===== config.mk =====
export PLATFORM = sky130hd
export DESIGN_NAME = constrained_random_password_generator_core
export DESIGN_NICKNAME = d
export VERILOG_FILES = /design/src/rtl/crpg_pkg.sv /design/src/rtl/constrained_random_password_generator_core.sv
export SDC_FILE = /design/constraint.sdc
export NUM_CORES = 1
export LEC_CHECK = 0
export ABC_CLOCK_PERIOD_IN_PS = 13300
export BUFFER_PORTS_ARGS = -buffer_cell sky130_fd_sc_hd__buf_2
export CORE_MARGIN = 3
export CORE_UTILIZATION = 51
export DETAILED_ROUTE_END_ITERATION = 8
export GPL_ROUTABILITY_DRIVEN = 0
export PLACE_DENSITY = 0.77
export SYNTH_ARGS = -nofsm -noshare
export SYNTH_HDL_FRONTEND = slang
export SYNTH_SLANG_ARGS = --single-unit

===== constraint.sdc =====
create_clock -name aclk -period 13.3 [get_ports aclk]
set_clock_uncertainty 0.1 [all_clocks]
set_input_delay 3.325 -clock aclk [delete_from_list [all_inputs] [get_ports aclk]]
set_output_delay 3.325 -clock aclk [all_outputs]
set_load 0.01 [all_outputs]

===== src/rtl/crpg_pkg.sv =====
`timescale 1ns / 1ps
`default_nettype none
// ----------------------------------------------------------------------------
// crpg_pkg
// Shared types and constants of the constrained random password generator.
// ----------------------------------------------------------------------------
package crpg_pkg;

    localparam int MAX_LEN = 32;
    localparam logic [15:0] LFSR_RESET = 16'hACE1;
    localparam logic [7:0] DASH_CHAR = 8'd45;

    typedef enum logic [2:0] {
        CFG_MIN_LETTERS = 3'd0,
        CFG_MAX_LETTERS = 3'd1,
        CFG_MIN_DIGITS  = 3'd2,
        CFG_MAX_DIGITS  = 3'd3,
        CFG_MIN_SPECIAL = 3'd4,
        CFG_MAX_SPECIAL = 3'd5,
        CFG_TOTAL_LEN   = 3'd6,
        CFG_GROUP_SIZE  = 3'd7
    } cfg_index_t;

    typedef struct packed {
        logic        load_seed;
        logic [15:0] seed_value;
    } req_t;

    typedef struct packed {
        logic [7:0] character;
        logic       last_item;
        logic       rejected;
    } res_t;

    // one lfsr step: shift right, xor of taps 0,2,3,5 into bit 15
    function automatic logic [15:0] lfsr_next(input logic [15:0] s);
        lfsr_next = {s[0] ^ s[2] ^ s[3] ^ s[5], s[15:1]};
    endfunction

    function automatic logic [7:0] letter_char(input logic [5:0] k);
        letter_char = (k < 6'd26) ? 8'd65 + {2'b0, k} : 8'd71 + {2'b0, k};
    endfunction

    function automatic logic [7:0] digit_char(input logic [5:0] k);
        digit_char = 8'd48 + {2'b0, k};
    endfunction

    function automatic logic [7:0] special_char(input logic [5:0] k);
        if (k < 6'd15)
            special_char = 8'd33 + {2'b0, k};
        else if (k < 6'd22)
            special_char = 8'd43 + {2'b0, k};
        else
            special_char = 8'd72 + {2'b0, k};
    endfunction

endpackage
`default_nettype wire


===== src/rtl/constrained_random_password_generator_core.sv =====
`timescale 1ns / 1ps
`default_nettype none
// ----------------------------------------------------------------------------
// constrained_random_password_generator_core
// LFSR driven password generator: draws class counts, fills, shuffles and
// streams the characters with dash separators, one shared modulo unit.
// ----------------------------------------------------------------------------
//  channel | ports              | direction | carries
//  s_      | s_valid/s_ready    | in        | req_t (load_seed, seed_value)
//  m_      | m_valid/m_ready    | out       | res_t (character, last, rejected)
//  cfg     | cfg_valid/cfg_ready| in        | cfg_index, cfg_data
//
// Each modulo (lfsr mod m) runs through one shared restoring remainder unit,
// and each shuffle step adds a swap. Reset is synchronous active low and sets
// the lfsr, the configuration registers and the control state; the buffer is
// not cleared. Output stalls hold the sequencer; a new request is taken once
// the last result of the current one sits in the output register.
module constrained_random_password_generator_core (
    input  wire                  aclk,
    input  wire                  aresetn,
    input  wire                  s_valid,
    output logic                 s_ready,
    input  crpg_pkg::req_t       s_data,
    output logic                 m_valid,
    input  wire                  m_ready,
    output crpg_pkg::res_t       m_data,
    input  wire                  cfg_valid,
    output logic                 cfg_ready,
    input  wire  [2:0]           cfg_index,
    input  wire  [5:0]           cfg_data
);
    import crpg_pkg::*;

    typedef enum logic [8:0] {
        ST_IDLE   = 9'b000000001,
        ST_DRAW   = 9'b000000010,
        ST_CHECK  = 9'b000000100,
        ST_FILL   = 9'b000001000,
        ST_SHUF   = 9'b000010000,
        ST_SWAP   = 9'b000100000,
        ST_READ   = 9'b001000000,
        ST_EMIT   = 9'b010000000,
        ST_DASH   = 9'b100000000
    } state_t;

    state_t state_reg, state_next;

    // configuration registers
    logic [5:0] min_l_reg, max_l_reg, min_d_reg, max_d_reg;
    logic [5:0] min_s_reg, max_s_reg, total_reg, group_reg;

    logic [15:0] lfsr_reg;
    logic [7:0]  buf_mem [0:MAX_LEN-1];

    // request state
    logic        draw_sel_reg;       // 0 letters, 1 digits
    logic [5:0]  letters_reg, digits_reg;
    logic [5:0]  n_reg;              // total length
    logic [5:0]  idx_reg;            // fill/shuffle/emit position
    logic [5:0]  grp_reg;
    logic [4:0]  j_reg;
    logic [7:0]  tmp_i_reg;
    logic        swap_ph_reg;
    logic        res_valid_reg;
    res_t        res_reg;
    logic [7:0]  rd_reg;

    // shared remainder unit
    logic        div_busy_reg, div_done_reg;
    logic [4:0]  div_cnt_reg;
    logic [15:0] div_q_reg;
    logic [6:0]  div_r_reg, div_m_reg;
    logic        div_start;
    logic [6:0]  div_m_in;
    logic [7:0]  div_trial;

    assign cfg_ready = 1'b1;
    assign s_ready   = (state_reg == ST_IDLE);
    assign m_valid   = res_valid_reg;
    assign m_data    = res_reg;

    // config writes
    always_ff @(posedge aclk) begin
        if (!aresetn) begin
            min_l_reg <= 6'd0; max_l_reg <= 6'd8;
            min_d_reg <= 6'd0; max_d_reg <= 6'd8;
            min_s_reg <= 6'd0; max_s_reg <= 6'd8;
            total_reg <= 6'd16; group_reg <= 6'd4;
        end else if (cfg_valid) begin
            case (cfg_index_t'(cfg_index))
                CFG_MIN_LETTERS: min_l_reg <= cfg_data;
                CFG_MAX_LETTERS: max_l_reg <= cfg_data;
                CFG_MIN_DIGITS:  min_d_reg <= cfg_data;
                CFG_MAX_DIGITS:  max_d_reg <= cfg_data;
                CFG_MIN_SPECIAL: min_s_reg <= cfg_data;
                CFG_MAX_SPECIAL: max_s_reg <= cfg_data;
                CFG_TOTAL_LEN:   total_reg <= cfg_data;
                CFG_GROUP_SIZE:  group_reg <= cfg_data;
                default: ;
            endcase
        end
    end

    // restoring remainder: lfsr mod m, one quotient bit per cycle
    assign div_trial = {div_r_reg, div_q_reg[15]} - {1'b0, div_m_reg};
    always_ff @(posedge aclk) begin
        if (!aresetn) begin
            div_busy_reg <= 1'b0;
            div_done_reg <= 1'b0;
        end else begin
            div_done_reg <= 1'b0;
            if (div_start) begin
                div_busy_reg <= 1'b1;
                div_cnt_reg  <= 5'd0;
                div_q_reg    <= lfsr_reg;
                div_r_reg    <= 7'd0;
                div_m_reg    <= div_m_in;
            end else if (div_busy_reg) begin
                div_q_reg <= {div_q_reg[14:0], 1'b0};
                div_r_reg <= div_trial[7] ? {div_r_reg[5:0], div_q_reg[15]}
                                          : div_trial[6:0];
                div_cnt_reg <= div_cnt_reg + 5'd1;
                if (div_cnt_reg == 5'd15) begin
                    div_busy_reg <= 1'b0;
                    div_done_reg <= 1'b1;
                end
            end
        end
    end

    // derived values
    logic [5:0] tot_clamp;
    logic [6:0] rng_l, rng_d;
    logic signed [7:0] spec_cnt;
    logic [5:0] fill_k;
    logic [5:0] rem6;
    assign rem6 = div_r_reg[5:0];
    assign tot_clamp = (total_reg == 6'd0) ? 6'd1 :
                       (total_reg > 6'd32) ? 6'd32 : total_reg;
    assign rng_l = {1'b0, max_l_reg} - {1'b0, min_l_reg} + 7'd1;
    assign rng_d = {1'b0, max_d_reg} - {1'b0, min_d_reg} + 7'd1;
    assign spec_cnt = $signed({2'b0, tot_clamp}) - $signed({2'b0, letters_reg})
                    - $signed({2'b0, digits_reg});
    assign fill_k = idx_reg;
    logic [5:0] ld_sum;
    assign ld_sum = letters_reg + digits_reg;

    // modulus and start for the shared unit
    // a count range of one value or an inverted one still steps through a modulus of one
    logic need_div;
    always_comb begin
        div_m_in = 7'd1;
        if (state_reg == ST_DRAW) begin
            if (draw_sel_reg)
                div_m_in = (max_d_reg > min_d_reg) ? rng_d : 7'd1;
            else
                div_m_in = (max_l_reg > min_l_reg) ? rng_l : 7'd1;
        end else if (state_reg == ST_FILL)
            div_m_in = (fill_k < letters_reg) ? 7'd52 :
                       (fill_k < ld_sum) ? 7'd10 : 7'd25;
        else
            div_m_in = {1'b0, idx_reg} + 7'd1;
    end
    assign need_div = (state_reg == ST_DRAW || state_reg == ST_FILL
                       || state_reg == ST_SHUF);

    logic started_reg;
    assign div_start = need_div && !started_reg && !div_busy_reg && !div_done_reg;

    // sequencer
    logic [7:0] fill_ch;
    always_comb begin
        if (fill_k < letters_reg) fill_ch = letter_char(rem6);
        else if (fill_k < ld_sum) fill_ch = digit_char(rem6);
        else                      fill_ch = special_char(rem6);
    end

    logic out_free;
    assign out_free = !res_valid_reg || m_ready;

    always_ff @(posedge aclk) begin
        if (!aresetn) begin
            state_reg     <= ST_IDLE;
            lfsr_reg      <= LFSR_RESET;
            started_reg   <= 1'b0;
            res_valid_reg <= 1'b0;
        end else begin
            if (res_valid_reg && m_ready) res_valid_reg <= 1'b0;
            if (div_start) started_reg <= 1'b1;
            case (state_reg)
                ST_IDLE: begin
                    if (s_valid) begin
                        if (s_data.load_seed) lfsr_reg <= s_data.seed_value;
                        draw_sel_reg <= 1'b0;
                        state_reg    <= ST_DRAW;
                    end
                end
                ST_DRAW: begin
                    // counts use the state before the step
                    if (div_done_reg) begin
                        started_reg <= 1'b0;
                        lfsr_reg    <= lfsr_next(lfsr_reg);
                        if (!draw_sel_reg) begin
                            letters_reg  <= (max_l_reg <= min_l_reg) ? min_l_reg
                                            : min_l_reg + rem6;
                            draw_sel_reg <= 1'b1;
                        end else begin
                            digits_reg <= (max_d_reg <= min_d_reg) ? min_d_reg
                                          : min_d_reg + rem6;
                            state_reg  <= ST_CHECK;
                        end
                    end
                end
                ST_CHECK: begin
                    if (out_free) begin
                        if (spec_cnt < $signed({2'b0, min_s_reg})
                            || spec_cnt > $signed({2'b0, max_s_reg})) begin
                            res_reg       <= '{character: 8'd0, last_item: 1'b1,
                                               rejected: 1'b1};
                            res_valid_reg <= 1'b1;
                            state_reg     <= ST_IDLE;
                        end else begin
                            n_reg     <= tot_clamp;
                            idx_reg   <= 6'd0;
                            lfsr_reg  <= lfsr_next(lfsr_reg);
                            state_reg <= ST_FILL;
                        end
                    end
                end
                ST_FILL: begin
                    if (div_done_reg) begin
                        started_reg <= 1'b0;
                        buf_mem[idx_reg[4:0]] <= fill_ch;
                        if (idx_reg + 6'd1 == n_reg) begin
                            idx_reg <= n_reg - 6'd1;
                            if (n_reg == 6'd1) begin
                                idx_reg   <= 6'd0;
                                grp_reg   <= 6'd0;
                                state_reg <= ST_READ;
                            end else begin
                                lfsr_reg  <= lfsr_next(lfsr_reg);
                                state_reg <= ST_SHUF;
                            end
                        end else begin
                            idx_reg  <= idx_reg + 6'd1;
                            lfsr_reg <= lfsr_next(lfsr_reg);
                        end
                    end
                end
                ST_SHUF: begin
                    if (div_done_reg) begin
                        started_reg <= 1'b0;
                        j_reg       <= rem6[4:0];
                        swap_ph_reg <= 1'b0;
                        state_reg   <= ST_SWAP;
                    end
                end
                ST_SWAP: begin
                    // latch entry i, then exchange
                    if (!swap_ph_reg) begin
                        tmp_i_reg   <= buf_mem[idx_reg[4:0]];
                        swap_ph_reg <= 1'b1;
                    end else begin
                        // swapping an entry with itself changes nothing
                        if (j_reg != idx_reg[4:0]) begin
                            buf_mem[idx_reg[4:0]] <= buf_mem[j_reg];
                            buf_mem[j_reg]        <= tmp_i_reg;
                        end
                        if (idx_reg == 6'd1) begin
                            idx_reg   <= 6'd0;
                            grp_reg   <= 6'd0;
                            state_reg <= ST_READ;
                        end else begin
                            idx_reg   <= idx_reg - 6'd1;
                            lfsr_reg  <= lfsr_next(lfsr_reg);
                            state_reg <= ST_SHUF;
                        end
                    end
                end
                ST_READ: begin
                    rd_reg    <= buf_mem[idx_reg[4:0]];
                    state_reg <= ST_EMIT;
                end
                ST_EMIT: begin
                    if (out_free) begin
                        res_reg <= '{character: rd_reg,
                                     last_item: (idx_reg + 6'd1 == n_reg),
                                     rejected: 1'b0};
                        res_valid_reg <= 1'b1;
                        if (idx_reg + 6'd1 == n_reg) begin
                            state_reg <= ST_IDLE;
                        end else if (grp_reg + 6'd1 == group_reg) begin
                            grp_reg   <= 6'd0;
                            state_reg <= ST_DASH;
                        end else begin
                            grp_reg   <= grp_reg + 6'd1;
                            idx_reg   <= idx_reg + 6'd1;
                            state_reg <= ST_READ;
                        end
                    end
                end
                ST_DASH: begin
                    if (out_free) begin
                        res_reg <= '{character: DASH_CHAR, last_item: 1'b0,
                                     rejected: 1'b0};
                        res_valid_reg <= 1'b1;
                        idx_reg       <= idx_reg + 6'd1;
                        state_reg     <= ST_READ;
                    end
                end
                default: state_reg <= ST_IDLE;
            endcase
        end
    end

`ifndef SYNTHESIS
    // a rejected result is always the last one
    a_rej_last: assert property (@(posedge aclk) disable iff (!aresetn)
        (m_valid && m_data.rejected) |-> m_data.last_item)
        else $error("reject without last");
    // no request taken during a fill or a shuffle swap
    a_busy: assert property (@(posedge aclk) disable iff (!aresetn)
        (state_reg == ST_FILL || state_reg == ST_SWAP) |-> !s_ready)
        else $error("ready while busy");
    // remainder unit result stays below its modulus
    a_rem: assert property (@(posedge aclk) disable iff (!aresetn)
        div_done_reg |-> (div_r_reg < div_m_reg))
        else $error("remainder out of range");
`endif

endmodule
`default_nettype wire

== After elaboration in Yosys (flattened, before gate mapping) ==
Memory sizes are Yosys's and may differ from the RTL's. A register that Yosys moved wholly into a read port is not among the register bits.
Cells that the tools add are included.

* Bitwise logic cells: 9
* $lt $le $gt $ge: 12
* Muxes and demuxes: 103
* Eq/ne operators: 41
* $add $sub $neg: 22
* Reduce and logical (&&, ||, !) cells: 47

{| class="wikitable"
|+ Operators by type and width
! operator !! count
|-
| 2-to-1 mux 16 bit || 12
|-
| 2-to-1 mux 6 bit || 24
|-
| 2-to-1 mux 9 bit || 12
|-
| case mux 9 bit (9 select lines) || 1
|-
| case mux 16 bit (5 select lines) || 1
|-
| 2-to-1 mux 7 bit || 9
|-
| 2-to-1 mux 8 bit || 6
|-
| 2-to-1 mux 10 bit || 4
|-
| inequality test 2 bit (second input constant) || 15
|-
| case mux 10 bit (3 select lines) || 1
|-
| case mux 6 bit (5 select lines) || 1
|-
| AND reduction 10 bit || 3
|-
| adder 7 x 6 -> 8 bit (first input constant) || 3
|-
| 2-to-1 mux 1 bit || 23
|-
| AND reduction 2 bit || 11
|-
| adder 6 x 6 -> 7 bit (first input constant) || 3
|-
| subtractor 6 x 6 -> 7 bit || 3
|-
| 2-to-1 mux 5 bit || 4
|-
| adder 6 bit || 3
|-
| case mux 6 bit (3 select lines) || 1
|-
| AND reduction 4 bit || 4
|-
| adder 7 x 1 -> 7 bit (second input constant) || 2
|-
| adder 6 x 1 -> 6 bit (second input constant) || 2
|-
| equality test 3 bit (second input constant) || 4
|-
| other kinds (48) || 82
|}

* Bits in registers: 175
* Memories kept: 1
* Output and inout bits: 13
* Memory bits (writable): 256
* Word-level logic and storage cells: 266

{| class="wikitable"
|+ Memories
! memory !! words !! width !! read ports !! clocked after memory_dff !! write ports !! line !! text
|-
| buf_mem || 32 || 8 || 2 || 2 || 2 || constrained_random_password_generator_core.sv:53 || <nowiki>logic [7:0] buf_mem [0:MAX_LEN-1];</nowiki>
|}

== Logic depth before layout (Yosys ltp) ==
* Depth after elaboration: 11
* Gate-level depth with buffers: 25
* Gate-level depth less buffers: 24

== Worst setup path before layout ==
OpenSTA, ideal clock, no wires.

* Kind: input-to-reg
* Start point: input port aresetn
* End point: register div_cnt_reg[0], enable pin
* Setup time: 0.413 ns
* Setup slack: 7.543 ns
* Stages on the path: 5
* Data arrival time: 5.244 ns
* Cell sequence: clkbuf_1 inv_1 clkbuf_1 buf_1 nor2_1

* Word-level cells in the longest chain between the ends: 1

{| class="wikitable"
|+ RTL lines
! item !! line !! text
|-
| from (decl) || constrained_random_password_generator_core.sv:20 || <nowiki>input wire aresetn,</nowiki>
|-
| AND reduction 2 bit (no line) || - ||
|-
| to (signal assigned) || constrained_random_password_generator_core.sv:122 || <nowiki>div_cnt_reg <= div_cnt_reg + 5'd1;</nowiki>
|-
| to (decl) || constrained_random_password_generator_core.sv:70 || <nowiki>logic [4:0] div_cnt_reg;</nowiki>
|}

Every way passes these cells.
A chain may end at the register's enable or synchronous reset.

==> impl_metrics.py <==
metrics = {
    "worst_hold_path": {
        "hold_path.class": "reg2reg",
        "min-delay-start": "max_s_reg[1]",
        "whs_path_depth": 2,
        "holdPathEnd": "max_s_reg[1]",
    },
    "setup_path": {
        "r2r_start": "total_reg[1]",
        "path_buf_inv": 3,
        "cp_common_cell": "buf_4",
        "r2r_end": "n_reg[4]",
        "required_ns": 13.40,
        "crit_fanout": 24,
        "reg2reg_depth": 23,
        "arrival_ns": 6.48,
        "crit_slowest_cell": "o21ai_0",
        "path_class": "in2reg",
        "reg2reg_slack_ns": 7.20,
        "critical_path.max_stage_delay_ns": 1.22,
        "end_kind": "flop",
        "critPathTopFamily": "compound AO/OA/AOI/OAI gates",
        "setup.worst_path.start_class": "input port",
        "crit_chain": "buf_2, buf_4, o2111ai_4, buf_4, o21ai_1, nand3_1, o21ai_0",
    },
    "cells_and_area": {
        "fill_cells": 4263,
        "num_antenna_cells": 0,
        "synthToLayoutAreaGrowth_pct": 8.15,
        "drive_gt1_share_pct": 15.5,
        "largest_reg_flops": 256,
        "fin_nets": 2536,
        "stdcell_count": 3117,
    },
    "global_routing": {
        "antenna_found_initial": 1,
        "grt_pass1_vias": 20800,
        "grt_max_degree": 65,
        "track_usage_pct": 29.3,
        "grt_pass1_wl_mm": 125,
        "grt_overflow_total": 0,
    },
    "synth": {
        "synth_fa_ha_area_share_pct": 5.54,
        "yosys_register_bits": 441,
        "synth_top_family_by_area": "multiplexers",
        "synth.most_common_cell": "edfxtp_1",
        "ys_async_sr_fraction_pct": 0,
        "syn_area_per_cell_um2": 11.2,
        "yosysTopAreaCell": "edfxtp_1",
        "yosys-top-cells-count": "edfxtp_1, nor2_1, nand2_1, o21ai_0, mux4_2",
        "syn_nets": 2584,
        "synth-xor-area-share_pct": 2.53,
        "synthMuxAreaShare_pct": 18.1,
        "netlist_area_um2": 27300,
        "synth-edff-count": 354,
        "syn_inst": 2440,
        "synth_ff_type": "edfxtp_1",
        "yosys.area.top_type_share_pct": 39.0,
        "synthTopCellsByArea": "edfxtp_1, mux4_2, dfxtp_1",
        "yosysSeqAreaShare_pct": 45.4,
        "synth_compound_area_share_pct": 11.8,
        "synthSimpleGateAreaFrac_pct": 12.4,
        "yosysWarnings": 0,
        "synth.distinct_cells": 85,
    },
    "cts": {
        "cts_tree": "done",
        "clock_sinks": 441,
        "clk_latency_ns": 0.61,
        "h-tree-depth": 2,
        "ctsResizeCount": 0,
        "post-cts-setup-buffers": 0,
        "cts_made_buffers": 47,
        "clk_pin_slew_ns": 0.06,
        "ctsLongestPathBuffers": 3,
        "cts_root_buf": "clkbuf_16",
        "ctsHoldBuffers": 0,
    },
    "floorplan": {
        "io_pins": 44,
        "start_util_pct": 51.7,
        "num_rows": 84,
        "core_um2": 52800,
        "chipWidth_um": 237,
        "dieArea_um2": 56300,
        "die_y_um": 237,
    },
    "sta": {
        "finalHoldViolations": 0,
        "rsz0062_at_grt": "false",
        "slew_violations": 0,
        "final.min_clock_period_ns": 6.38,
        "worst_pin_slew_ns": 1.43,
        "fmax_ghz": 0.157,
        "slew_headroom_pct": 3.67,
        "finalSetupTns_ns": 0,
        "setup_viol": 0,
        "fin_crit_sh_pct": 48.0,
    },
    "drt": {
        "highest-signal-layer": "met5",
        "vias_per_cell": 6.86,
        "wl_met2_mm": 37.8,
        "drc_errors": 0,
        "num_vias": 21400,
        "met1_length_mm": 27.5,
        "wl_met3_mm": 12.2,
        "drt-initial-drc-count": 3471,
        "drt_first_pass_iters": 7,
        "post_drt_wl_per_cell_um": 26.8,
        "wl_mm": 83.4,
        "ant_nets": 0,
    },
    "run_status": {
        "status": "completed",
    },
    "place": {
        "dp_hpwl_mm": 56.1,
        "numPortBuffers": 42,
        "dp.cells": 3031,
    },
    "pwr": {
        "power.density_nw_per_um2": 118,
        "total_leakage_power_nw": 10.6,
        "ir_worst_vdd_mv": 0.115,
    },
    "flow_run": {
        "drv_cap": 0,
    },
}
kinds of logic after synthesis:
| logic type | Yosys count |
|---|---|
| buffers and inverters | 274 |
| adder cells (fa/ha/maj) | 113 |
| XOR/XNOR | 74 |
| multiplexers | 292 |
| other | 1 |
| AND/OR/NAND/NOR | 724 |
| AO/OA/AOI/OAI | 521 |
| flip-flops | 441 |
worst reg2reg max path: stages (launching register included):
cell and delay, ns:
dfxtp_1 0.32, nor4_1 0.27, nor2_1 0.05, or2_2 0.32, ha_1 0.19, inv_1 0.08, fa_1 0.20, a21o_1 0.13
nand2_1 0.07, a21boi_0 0.24, a21oi_1 0.08, ha_1 0.30, inv_1 0.11, nor2_1 0.05, a31o_2 0.22, nor2_1 0.11
xnor2_1 0.17, ha_1 0.30, nand3_1 0.10, a21oi_1 0.05, a211oi_1 0.31, o32ai_1 0.18, or4_1 0.57, nor3_1 1.16
cells in the final DEF, fill, tap and decap left out, types with 7 or more instances in the layout:
cell and instances:
and4_1 11, xor2_1 23, clkbuf_16 49, or2_2 7
dfxtp_1 83, clkinv_1 7, fa_1 13, buf_2 42
o21bai_1 7, a211oi_1 65, nor2b_1 16, ha_1 100
nor3_1 27, xnor2_1 47, o21ai_0 205, nand4_1 14
nand2b_1 21, clkbuf_1 9, clkinv_2 10, inv_1 97
and3_1 11, a21o_1 20, and2_1 14, o21a_1 12
nand3_1 29, a31oi_1 25, nand2_1 241, edfxtp_1 354
a311oi_1 8, or3_1 11, a21oi_1 106, mux4_2 158
nor2_1 271, mux2_2 17, mux2i_1 117, buf_4 36
nor3b_1 8
routing by layer:
metal	vias to the layer above	track usage (%)
li1	9038	-
met1	10200	35.1
met2	1731	46.6
met3	451	10.4
met4	4	15.9
met5	-	0
layout make-up:
class / count / area, µm² / area share [%]
Tap cell: 688 / 861 / 2.92
Clock inverter: 24 / 230 / 0.781
Inverter: 99 / 373 / 1.26
Sequential cell: 441 / 12400 / 42.0
Clock buffer: 62 / 1320 / 4.46
Timing Repair Buffer: 78 / 480 / 1.63
Multi-Input combinational cell: 1725 / 13800 / 46.9
power breakdown:
group	switching, mW	total, mW	internal, mW
registers	0.0491	1.62	1.57
clock network	0.572	1.33	0.756
logic	0.321	0.516	0.196
worst max-delay path by stage:
| stage | cells after the start | slack, ns | end | startpoint |
|---|---|---|---|---|
| detailed placement | 7 | 6.50 | buf_mem[23][4] | aresetn |
| global placement | 7 | 6.69 | buf_mem[23][2] | aresetn |
| global route | 23 | 6.81 | n_reg[4] | total_reg[1] |
| finish | 7 | 6.92 | buf_mem[20][3] | aresetn |
| floorplan | 5 | 7.54 | div_cnt_reg[0] | aresetn |
| CTS | 7 | 7.09 | buf_mem[23][5] | aresetn |
per-stage QoR:
stage	setup slack [ns]	utilization, %	power (mW)	hold WS [ns]	area, µm²
detailed placement	6.50	53.0	2.15	0.384	27900
floorplan	7.54	-	1.99	0.360	27300
global placement	6.69	53.0	2.13	0.377	27900
global route	6.81	55.9	3.57	0.426	29500
finish	6.92	55.9	3.47	0.397	29500
CTS	7.09	55.9	3.45	0.400	29500
Note: power is estimated with default switching activity, not from simulation.
